### config.mk
export PLATFORM = sky130hd
export DESIGN_NAME = malc_front
export DESIGN_NICKNAME = d
export VERILOG_FILES = /design/src/malc_pkg.sv /design/src/malc_front.sv
export SDC_FILE = /design/constraint.sdc
export NUM_CORES = 1
export LEC_CHECK = 0
export BUFFER_PORTS_ARGS = -buffer_cell sky130_fd_sc_hd__clkbuf_2
export CELL_PAD_IN_SITES_DETAIL_PLACEMENT = 1
export CELL_PAD_IN_SITES_GLOBAL_PLACEMENT = 1
export CORE_ASPECT_RATIO = 2
export CORE_MARGIN = 4
export CORE_UTILIZATION = 44
export CTS_CLUSTER_DIAMETER = 40
export DETAILED_ROUTE_END_ITERATION = 16
export PLACE_DENSITY = 0.86
export SLEW_MARGIN = 30
export SYNTH_ARGS = -nofsm -noshare
export SYNTH_HDL_FRONTEND = slang
export SYNTH_SLANG_ARGS = --single-unit
### constraint.sdc
create_clock -name clock -period 6.76 [get_ports clock]
set_clock_uncertainty 0.1 [all_clocks]
set_input_delay 0.676 -clock clock [delete_from_list [all_inputs] [get_ports clock]]
set_output_delay 0.676 -clock clock [all_outputs]
set_load 0.02 [all_outputs]
### src/malc_pkg.sv
// Package for the multi-link aggregate limit controller.
// Holds widths, codes, beat and command types and the configuration view.
// No dependencies.
package malc_pkg;

   localparam int MAX_LINKS     = 3;
   localparam int GAP_HISTORY   = 16;
   localparam int LINK_W        = 2;
   localparam int GAP_IDX_W     = $clog2(GAP_HISTORY);
   localparam int GAP_CNT_W     = $clog2(GAP_HISTORY + 1);
   localparam int GAP_SUM_W     = 32 + GAP_IDX_W;
   localparam int GAP_RAM_DEPTH = MAX_LINKS * GAP_HISTORY;
   localparam int GAP_RAM_AW    = $clog2(GAP_RAM_DEPTH);
   localparam int NOW_W         = 40;
   localparam int MEAN_W        = GAP_SUM_W + 8;
   localparam int OH_W          = MEAN_W + 1;
   localparam int DIFF_W        = NOW_W + 9;
   localparam int DIV_N_W       = 112;
   localparam int DIV_D_W       = 66;
   localparam int DIV_CNT_W     = 7;
   localparam int ACC_W         = 128;
   localparam int T_W           = 91;
   localparam int CMDQ_DEPTH    = 2;
   localparam int CMDQ_PTR_W    = 1;
   localparam int CMDQ_CNT_W    = 2;

   localparam logic [31:0]      UNLIMITED    = 32'hFFFF_FFFF;
   localparam logic [NOW_W-1:0] BOOTSTRAP_US = NOW_W'(1100000);
   localparam logic [OH_W-1:0]  PHY_OH_Q8    = OH_W'(56 * 256);

   localparam logic [1:0] OP_NOTICE = 2'd0;
   localparam logic [1:0] OP_LIMIT  = 2'd1;
   localparam logic [1:0] OP_WINDOW = 2'd2;

   localparam logic [1:0] CMD_NOTICE = 2'd0;
   localparam logic [1:0] CMD_LIMIT  = 2'd1;
   localparam logic [1:0] CMD_WINDOW = 2'd2;

   localparam logic [2:0] POL_GREEDY   = 3'd1;
   localparam logic [2:0] POL_ADAPTIVE = 3'd2;
   localparam logic [2:0] POL_ONLY0    = 3'd3;
   localparam logic [2:0] POL_ONLY1    = 3'd4;
   localparam logic [2:0] POL_ONLY2    = 3'd5;
   localparam logic [2:0] POL_FIXED    = 3'd6;

   localparam logic [2:0] SRC_GREEDY  = 3'd0;
   localparam logic [2:0] SRC_BOOT    = 3'd1;
   localparam logic [2:0] SRC_ADAPT   = 3'd2;
   localparam logic [2:0] SRC_EXPIRED = 3'd3;
   localparam logic [2:0] SRC_FIXED   = 3'd7;

   localparam logic [1:0] STAT_OK         = 2'd0;
   localparam logic [1:0] STAT_BAD_POLICY = 2'd1;
   localparam logic [1:0] STAT_NO_RATE    = 2'd2;
   localparam logic [1:0] STAT_BAD_LINKS  = 2'd3;

   localparam logic [2:0] CSR_LINK_COUNT = 3'd0;
   localparam logic [2:0] CSR_POLICY     = 3'd1;
   localparam logic [2:0] CSR_RATE0      = 3'd2;
   localparam logic [2:0] CSR_RATE1      = 3'd3;
   localparam logic [2:0] CSR_RATE2      = 3'd4;
   localparam logic [2:0] CSR_FIXED0     = 3'd5;
   localparam logic [2:0] CSR_FIXED1     = 3'd6;
   localparam logic [2:0] CSR_FIXED2     = 3'd7;

   typedef struct packed {
      logic [1:0]       operation;
      logic [1:0]       link_id;
      logic [NOW_W-1:0] now_us;
      logic [15:0]      duration_us;
      logic             is_qos_data;
      logic [10:0]      baw_size;
      logic [15:0]      extra_time_us;
   } req_type;

   typedef struct packed {
      logic [31:0] limit;
      logic [2:0]  source;
      logic        in_window;
      logic [1:0]  status;
   } rsp_type;

   typedef struct packed {
      logic [1:0]        kind;
      logic [LINK_W-1:0] link;
      logic [NOW_W-1:0]  now;
      logic [15:0]       dur;
      logic [10:0]       baw;
      logic [15:0]       extra;
   } cmd_type;

   typedef struct packed {
      logic [1:0]                  link_count;
      logic [2:0]                  policy;
      logic [MAX_LINKS-1:0][31:0] frame_rate;
      logic [MAX_LINKS-1:0][31:0] fixed_limit;
   } cfg_type;

endpackage

### src/malc_front.sv
// Front end: accepts request beats, classifies them and queues commands.
// Depends on malc_pkg.
module malc_front (
   input  logic              clock,
   input  logic              reset,
   input  logic              req_push,
   output logic              req_full,
   input  malc_pkg::req_type req_data,
   output logic              cmd_valid,
   input  logic              cmd_pop,
   output malc_pkg::cmd_type cmd_data
);

   malc_pkg::cmd_type                       q_ff [malc_pkg::CMDQ_DEPTH];
   logic [malc_pkg::CMDQ_PTR_W-1:0]         wr_ptr_ff, wr_ptr_in;
   logic [malc_pkg::CMDQ_PTR_W-1:0]         rd_ptr_ff, rd_ptr_in;
   logic [malc_pkg::CMDQ_CNT_W-1:0]         count_ff, count_in;
   logic                                    keep;
   logic                                    do_wr, do_rd;
   malc_pkg::cmd_type                       cmd_new;

   always_comb begin
      cmd_new.link  = req_data.link_id;
      cmd_new.now   = req_data.now_us;
      cmd_new.dur   = req_data.duration_us;
      cmd_new.baw   = req_data.baw_size;
      cmd_new.extra = req_data.extra_time_us;
      cmd_new.kind  = malc_pkg::CMD_NOTICE;
      keep          = 1'b0;
      unique case (req_data.operation)
         malc_pkg::OP_NOTICE: begin
            keep = req_data.is_qos_data &&
                   (req_data.link_id < malc_pkg::LINK_W'(malc_pkg::MAX_LINKS));
         end
         malc_pkg::OP_LIMIT: begin
            cmd_new.kind = malc_pkg::CMD_LIMIT;
            keep         = 1'b1;
         end
         malc_pkg::OP_WINDOW: begin
            cmd_new.kind = malc_pkg::CMD_WINDOW;
            keep         = 1'b1;
         end
         default: keep = 1'b0;
      endcase
   end

   assign req_full  = (count_ff == malc_pkg::CMDQ_CNT_W'(malc_pkg::CMDQ_DEPTH));
   assign cmd_valid = (count_ff != '0);
   assign cmd_data  = q_ff[rd_ptr_ff];
   assign do_wr     = req_push && !req_full && keep;
   assign do_rd     = cmd_pop && cmd_valid;

   always_comb begin
      wr_ptr_in = wr_ptr_ff;
      rd_ptr_in = rd_ptr_ff;
      count_in  = count_ff;
      if (do_wr) begin
         wr_ptr_in = (wr_ptr_ff == malc_pkg::CMDQ_PTR_W'(malc_pkg::CMDQ_DEPTH - 1)) ?
                     '0 : wr_ptr_ff + 1'b1;
      end
      if (do_rd) begin
         rd_ptr_in = (rd_ptr_ff == malc_pkg::CMDQ_PTR_W'(malc_pkg::CMDQ_DEPTH - 1)) ?
                     '0 : rd_ptr_ff + 1'b1;
      end
      if (do_wr && !do_rd) begin
         count_in = count_ff + 1'b1;
      end else if (do_rd && !do_wr) begin
         count_in = count_ff - 1'b1;
      end
   end

   always_ff @(posedge clock) begin
      if (reset) begin
         wr_ptr_ff <= '0;
         rd_ptr_ff <= '0;
         count_ff  <= '0;
      end else begin
         wr_ptr_ff <= wr_ptr_in;
         rd_ptr_ff <= rd_ptr_in;
         count_ff  <= count_in;
      end
   end

   always_ff @(posedge clock) begin
      if (do_wr) begin
         q_ff[wr_ptr_ff] <= cmd_new;
      end
   end

endmodule

; ---- After elaboration in Yosys (flattened, before gate mapping)
; Memory sizes are Yosys's and may differ from the RTL's. A register that Yosys moved wholly into a read port is not among the register bits.
; Index checks and enable logic that the tools add are counted.
[totals]
reg_bits = 4
mem_bits_rw = 174
inputBits = 92
output_inout_bits = 89
elab_cells = 35
memories = 1
[memory_table]
columns = memory, depth, width, rd, rd_ports_with_merged_regs, wr, line_no
row1 = q_ff, 2, 87, 1, 1, 1, malc_front.sv:14  ; malc_pkg::cmd_type q_ff [malc_pkg::CMDQ_DEPTH];
[classes]
n_addsub = 4
order_cmp = 1
n_eq_ne = 3
muxes = 10
n_reduce_logical = 13
[ops]
columns = cell, n
row1 = 1-bit logical AND, 6
row2 = 1-bit two-way mux, 6
row3 = 2-bit equality test (second input constant), 2
row4 = 2-bit two-way mux, 2
row5 = 2-bit case mux with 2 select lines, 1
row6 = 2-bit nonzero test, 2
row7 = 1-bit zero test, 3
row8 = 1-bit adder (second input constant), 2
row9 = 2-bit by 1-bit adder with 2-bit output (second input constant), 1
row10 = 2-bit by 1-bit equality test with 1-bit output (second input constant), 1
row11 = 2-bit zero test, 1
row12 = 2-bit < comparator (second input constant), 1
row13 = 1-bit case mux with 2 select lines, 1
row14 = 2-bit OR reduction, 1
row15 = 2-bit by 1-bit subtractor with 2-bit output (second input constant), 1

; ---- Longest topological paths before layout
; Gate-level depths: netlist (run 1).
[logic_depth]
word_depth = 8
ltp_mapped = 8
mapped_depth_nobuf = 8

; ---- Least setup slack after synthesis (run 1)
; No wires, ideal clock.
[synth_path]
path_type = input port to flip-flop
start = input port req_data[86] in the netlist's numbering
end = memory q_ff[0][0] in the netlist's numbering, enable pin
setup_ps = 543
t_arrival_ps = 5275
setup_slack_ps = 842
cell_stages = 5
n_path_buf = 0
path_cell_list = inv_1 ha_1 a31oi_1 nor4b_4 nor2b_1
[synth_via]
elab_chain_len = 6
elab_cells_between_ends = 8
classes_between = eq/ne: 2 / mux: 3 / reduce/logical: 3
[synth_rtl]
columns = element, line_no
row1 = "start, declared", malc_front.sv:8  ; input malc_pkg::req_type req_data,
row2 = 2-bit equality test or 2-bit by 1-bit equality test with 1-bit output (tied branches), malc_front.sv:30  ; unique case (req_data.operation)
row3 = 2-bit OR reduction (no line), -
row4 = 1-bit case mux with 2 select lines *, malc_front.sv:30
row5 = 1-bit logical AND *, malc_front.sv:50  ; assign do_wr = req_push && !req_full && keep;
row6 = 1-bit two-way mux *, malc_front.sv:85  ; if (do_wr) begin
row7 = 1-bit two-way mux (implied by the code) *, malc_front.sv:86  ; q_ff[wr_ptr_ff] <= cmd_new;
row8 = "end, declared", malc_front.sv:14
; Every way passes the cells marked *; elsewhere a longest branch is shown, timed or not.

; ---- Worst setup path in the final report (run 1)
[layout_path]
start = input port req_data[86] in the netlist's numbering
end = memory q_ff[0][38] in the netlist's numbering, enable pin
; The elaborated chain is that of the path after synthesis.

==> summary.txt, run 1 <==
Status
  • Status: complete, no violations

STA
  • Tcrit/Tclk final: 0.4564
  • Setup Viol. Count Final: 0
  • Worst setup margin: 3675 ps
  • Final Max Tran Viols: 0
  • Slew of the pin with the lowest slew margin: between 800 and 900 ps
  • Final TNS setup: 0 ps
  • Fmax: ~320 MHz
  • Fin Hold WS: 351.1 ps
  • RSZ-0062 raised after global routing: false
  • Tmin final: about 3000 ps
  • Slew headroom: 0.4496
  • Final Hold Vio Count: 0

Drt
  • Routed length per placed instance: between 15 and 20 um
  • Met1 WL: around 4.3 mm
  • DRT antenna net count: 0
  • Met3 routed WL: just under 700 um
  • Drt drc: 0
  • First-pass detailed-route iteration total: 4
  • WL met2: 8.408 mm
  • Vias: 3384
  • Vias/cell: slightly below 5
  • DRT iter0 DRCs: approximately 140
  • Final wirelength: between 10 and 15 mm
  • DR top layer: met5

Pwr
  • Power per Cell Area: between 300 and 400 nW/um^2
  • Clock group share of total power: 0.297
  • Pint: 2.114 mW
  • Peak supply drop: 0.0002586 V
  • Register share of total power: 0.456
  • Net Sw Frac: 0.3010
  • Switching power total: around 0.91 mW
  • Pleak: about 3.1 nW
  • Combinational Power Share: 0.247
  • Tot Pwr: 3.024 mW

Logic synthesis
  • Post-Syn Instances: around 300
  • Netlist cell types: 21
  • Simple-gate portion of the synthesized area: 0.01312
  • Synth area leaders: edfxtp_1 79%, mux2_2 15%, dfxtp_1 1.5%
  • Compound-Gate Fraction of Synth Area: 0.002471
  • Post-synth EDFFs: 174
  • Mapped Avg Cell Area: 21.72 sq um
  • Synthesis-stage register bit count: ~180
  • Sequential-to-total area share from yosys stat: 0.8090
  • Async S/R FF share, synth: 0
  • Post-synthesis adder-cell area fraction: 0.009504
  • Syn. warnings: 0
  • Prevailing post-synth register cell: edfxtp_1
  • Syn nets: 400
  • Area share of the largest cell type after synthesis: 0.7938
  • Mux share of post-synthesis cell area: 0.1511
  • Cell taking the most area after synthesis: edfxtp_1
  • Synth cell count leaders: 174 x edfxtp_1, 87 x mux2_2, 6 x buf_2
  • Count leader, synth: edfxtp_1
  • Post-Synth XOR/XNOR Area: 0.003992
  • Main combinational cell family by area after synthesis: multiplexers
  • Post-synthesis cell area: between 6000 and 7000 sq um

Place
  • DP HPWL: ~10 mm
  • Final Wtd Congestion: 0.7322
  • PortBufs: 180
  • Pre-CTS WS: between 3000 and 4000 ps
  • Area after DPL: just under 8000 sq um

Final layout
  • Register area: around 5300 sq um
  • Filler Cell Count: 1395
  • Fin nets: 593
  • Layout cells sized above 1: 0.6051
  • N_diodes: 0
  • Final instance area: roughly 8300 sq um
  • Synthesis-to-layout area growth: 25.96%
  • Multi-input gate area: 1196 sq um

Global route
  • Vias in the first global route: a little under 4k
  • First-pass GRT wire length: approximately 21 mm
  • Total GRT Usage: 0.1683
  • Antenna violations before repair: 1
  • Pin count of the biggest net entering global routing: 88
  • GRT overflow: 0

Clocking
  • Worst skew pair latency: 420 ps
  • CTS max path bufs: 2
  • CTS Sinks: between 150 and 200
  • H-tree depth: 4
  • TritonCTS clock tree: done
  • Post-CTS Resized: 0
  • Total CTS buffers: 17
  • Hold-fix buffers at CTS: 0
  • Clock Tree Root: clkbuf_16
  • Post-CTS Setup Inserts: 0
  • Clock-pin slew on the worst setup and hold paths: about 70 ps

Setup path
  • Crit. End Element: flop
  • Worst-path maximum fanout: between 40 and 50
  • Startpoint types: primary input
  • Worst Path Arrival: just over 3000 ps
  • CP required: 6700 ps
  • CP Class: primary input to flop

Die
  • Core area: 14740 sq um
  • Die height: roughly 180 um
  • I/O pin cnt: between 150 and 200
  • Site Rows: between 60 and 70
  • Die area: between 15000 and 20000 sq um
  • Die X: 94.49 um
  • Initial Utilization: 0.4466

Run
  • Max Cap Violations: 0

Min path
  • Hold Path Class: primary input to flop
## metrics by stage
| step | utilization | cells |
|---|---|---|
| 2_1_floorplan | - | 303 |
| 3_3_place_gp | 0.5219 | 670 |
| 4_1_cts | 0.5625 | 704 |
| 5_1_grt | 0.5625 | 704 |
| 6_report | 0.5625 | 704 |
| 3_5_place_dp | 0.5253 | 672 |
## metal layers
metal	GRT usage	vias to the layer above
met4	0.07172	2
met2	0.3303	109
met5	0	-
met3	0.04042	25
met1	0.1567	1669
li1	-	1579
## worst max-delay path: stages
cell and delay, ps:
clkbuf_2 120, inv_1 70, ha_1 270, a31oi_1 60, nor4b_4 410, nor2b_4 590, buf_16 250, buf_4 550
## power by group through the flow
stage / Sequential (mW) / Combinational (mW) / Clock [mW]
after floorplan: 1.37 / 0.542 / 0
after detailed placement: 1.41 / 0.759 / 0
after global routing: 1.39 / 0.798 / 0.973
final: 1.38 / 0.746 / 0.898
after CTS: 1.38 / 0.764 / 0.920
after global placement: 1.43 / 0.690 / 0
## sequential cells by signal (all words and copies together) (netlist names), named ones only
name       count
count_ff       2
wr_ptr_ff      1
q_ff         174
rd_ptr_ff      1
## layout make-up
cell class	instances	area share
Sequential cell	179	0.6427
Inverter	2	0.0009054
Multi-Input combinational cell	112	0.1443
Tap cell	195	0.02943
Clock inverter	14	0.01434
Clock buffer	18	0.05176
Timing Repair Buffer	184	0.1166
## layout by cell type (no fill, tap or decap), drive strengths merged
cell and count:
a21oi 1, a31oi 1, and2 1, buf 4
clkbuf 198, clkinv 4, clkinvlp 2, dfxtp 5
edfxtp 174, ha 5, inv 10, mux2 88
nand2 2, nor2 4, nor2b 3, nor4b 1
o21ai 1, or2 1, or3 1, xor2 3
## path summary, 6_finish.rpt
kind	from	endpoint	slack (ps)	cells after the start
setup / recovery	req_data[86]	q_ff[0][38]$_DFFE_PP_	3670	8
hold / removal	req_data[54]	q_ff[1][53]$_DFFE_PP_	350	1
setup reg to reg	count_ff[1]$_SDFFE_PP0P_	q_ff[0][38]$_DFFE_PP_	4010	5
hold reg to reg	count_ff[1]$_SDFFE_PP0P_	count_ff[1]$_SDFFE_PP0P_	410	2
## kinds of logic (layout without fill, tap and decap cells)
| kind of cell | Yosys count | after routing |
|---|---|---|
| muxes | 88 | 88 |
| xor gates and xnor gates | 3 | 3 |
| and+or+nand+nor | 13 | 13 |
| AOI/OAI and AO/OA | 3 | 3 |
| DFF | 179 | 179 |
| adders and majority gates | 5 | 5 |
| buffers and inverters | 12 | 218 |
No activity file was read; power rests on OpenSTA's default activity.
==> inputs of run 2 (changes only) <==
CORE_UTILIZATION = 39   (was 44)
PLACE_DENSITY = 0.82   (was 0.86)
clock period = 2.5 ns   (was 6.76 ns; I/O delays follow)
==> run 2 against run 1 <==
Effect of this change: critical path depth shrank 5; non-clock buffer count is 91 higher; die area grew 12%; critical path type is now flop to primary output; largest cell class unchanged; largest power group unchanged.
==> summary.txt, run 2 (synthesis gave the netlist of run 1 again) <==
Setup path
  • Worst-path maximum fanout: 87 (was 47)
  • CP Class: flop to primary output (was primary input to flop)
  • Worst Path Arrival: 1830 ps (was 3030 ps)
  • Crit. End Element: primary output (was flop)
  • Startpoint types: flop (was primary input)
  • R2R setup slack: 600 ps (was 4010 ps)
  • CP required: 2150 ps (was 6700 ps)

Drt
  • Drt drc: 0 (unchanged)
  • DRT iter0 DRCs: 160 (was 144)
  • Vias: 3901 (was 3384)
  • Vias/cell: 4.816 (was 4.807)
  • Routed length per placed instance: 21.00 um (was 19.60 um)
  • DRT antenna net count: 0 (unchanged)
  • First-pass detailed-route iteration total: 4 (unchanged)
  • Final wirelength: 17.01 mm (was 13.80 mm)

Status
  • Status: complete, no violations (unchanged)

STA
  • Tcrit/Tclk final: 0.8732
  • Slew of the pin with the lowest slew margin: 521.9 ps (was 825.6 ps)
  • Final Hold Vio Count: 0 (unchanged)
  • RSZ-0062 raised after global routing: false (unchanged)
  • Worst setup margin: 316.9 ps (was 3675 ps)
  • Slew headroom: 0.6520 (was 0.4496)
  • Tmin final: 2183 ps
  • Final Max Tran Viols: 0 (unchanged)
  • Fmax: roughly 460 MHz
  • Final TNS setup: 0 ps (unchanged)
  • Setup Viol. Count Final: 0 (unchanged)

Final layout
  • Commonest non-fill, non-tap cell in the layout: clkbuf_2 (unchanged)
  • Synthesis-to-layout area growth: 41.78% (was 25.96%)
  • Final instance area: 9333 sq um (was 8292 sq um)
  • Layout cells sized above 1: 0.5283 (was 0.6051)
  • Most frequent cells in the layout: 180 x clkbuf_2, 174 x edfxtp_1, 87 x mux2_2 (unchanged)
  • Filler Cell Count: 1557 (was 1395)
  • Final Non-Filler Cells: 810 (was 704)
  • Fin nets: 684 (was 593)
  • Largest registers: q_ff: 174 flops, count_ff: 2 flops (unchanged)
  • Largest register FFs: 174 (unchanged)
  • Top reg by flops: q_ff (unchanged)

Global route
  • Total GRT Usage: 0.1799 (was 0.1683)
  • First-pass GRT wire length: 24.92 mm (was 20.90 mm)
  • Pin count of the biggest net entering global routing: 88 (unchanged)
  • Antenna violations before repair: 3 (was 1)
  • Vias in the first global route: 4471 (was 3881)
  • GRT overflow: 0 (unchanged)

Die
  • Die X: 99.87 um (was 94.49 um)
  • I/O pin cnt: 181 (unchanged)
  • Site Rows: 67 (was 63)
  • Die area: 19150 sq um (was 17100 sq um)
  • Initial Utilization: 0.3946 (was 0.4466)
  • Die height: 191.7 um (was 181.0 um)
  • Core area: 16680 sq um (was 14740 sq um)

Clocking
  • CTS max path bufs: 2 (unchanged)
  • Hold-fix buffers at CTS: 86 (was 0)
  • Post-CTS Resized: 0 (unchanged)
  • Worst skew pair latency: 420 ps (about the same)
  • Clock-pin slew on the worst setup and hold paths: 60 ps (was 70 ps)
  • Clock Tree Root: clkbuf_16 (unchanged)
  • Total CTS buffers: 17 (unchanged)
  • H-tree depth: 4 (unchanged)
  • Post-CTS Setup Inserts: 0 (unchanged)
  • CTS Sinks: 179 (unchanged)
  • TritonCTS clock tree: done (unchanged)

Run
  • Max Cap Violations: 0 (unchanged)

Place
  • DP HPWL: 10.80 mm (was 10.03 mm)
  • Pre-CTS WS: 227.9 ps (was 3225 ps)
  • Final Wtd Congestion: 0.7481 (was 0.7322)
  • Placed Cells: 689 (was 672)
  • Area after DPL: 7905 sq um (was 7744 sq um)
  • PortBufs: 180 (unchanged)

Pwr
  • Tot Pwr: 8.494 mW (was 3.024 mW)
  • Pleak: 3.511 nW (was 3.108 nW)
  • Power per Cell Area: 910.2 nW/um^2 (was 364.7 nW/um^2)
  • Peak supply drop: 0.0006759 V (was 0.0002586 V)

Min path
  • Hold Path Class: primary input to flop (unchanged)
[run 2: cell types whose count changed in the layout (fill, tap and decap cells not counted), moves of 2 or more]
cell           before  now
diode_2             0    3
inv_1               2    0
dlygate4sd3_1       0   86
inv_8               3    1
buf_12              1    8
[run 2: layout make-up]
type | instances | area [sq um] | share of cell area
Antenna cell | 3 | 7.507 | 0.0008044
Clock buffer | 19 | 432.9 | 0.04639
Clock inverter | 13 | 126.4 | 0.01354
Inverter | 2 | 25.02 | 0.002681
Multi-Input combinational cell | 112 | 1224 | 0.1311
Sequential cell | 179 | 5329 | 0.5710
Tap cell | 207 | 259.0 | 0.02775
Timing Repair Buffer | 275 | 1929 | 0.2067
[run 2: path summary, 6_finish.rpt]
path / start / to / cells after the start
worst max-delay path: flop / cmd_data[43] / 3
worst min-delay path: cmd_pop / rd_ptr_ff$_SDFFE_PP0P_ / 4
worst max register to register: count_ff[1]$_SDFFE_PP0P_ / count_ff[1]$_SDFFE_PP0P_ / 6
worst min register to register: rd_ptr_ff$_SDFFE_PP0P_ / rd_ptr_ff$_SDFFE_PP0P_ / 2
[run 2: metal layers]
| layer | GRT usage | vias up | wire (um) |
|---|---|---|---|
| met1 | 0.1771 | 1927 | 5518 |
| met5 | 0 | - | 0 |
| met2 | 0.3240 | 147 | 9644 |
| met3 | 0.03817 | 53 | 737 |
| li1 | - | 1774 | - |
| met4 | 0.1310 | 0 | 1110 |
[run 2: stage by stage]
step	util	hold WS, ps
detailed placement	0.4739	342.7
CTS	0.5590	86.52
global route	0.5594	140.7
floorplan	-	219.1
global placement	0.4739	341.4
finish	0.5594	135.2
[run 2: critical path, cell delays in order, from the launching register on]
cell      delay [ps]
dfxtp_4          350
buf_12           350
mux2_2           440
clkbuf_2         170
[run 2: where the power goes]
part           switching (mW)  internal [mW]
sequential             0.0815           3.56
combinational            1.36          0.969
clock                    1.14           1.39
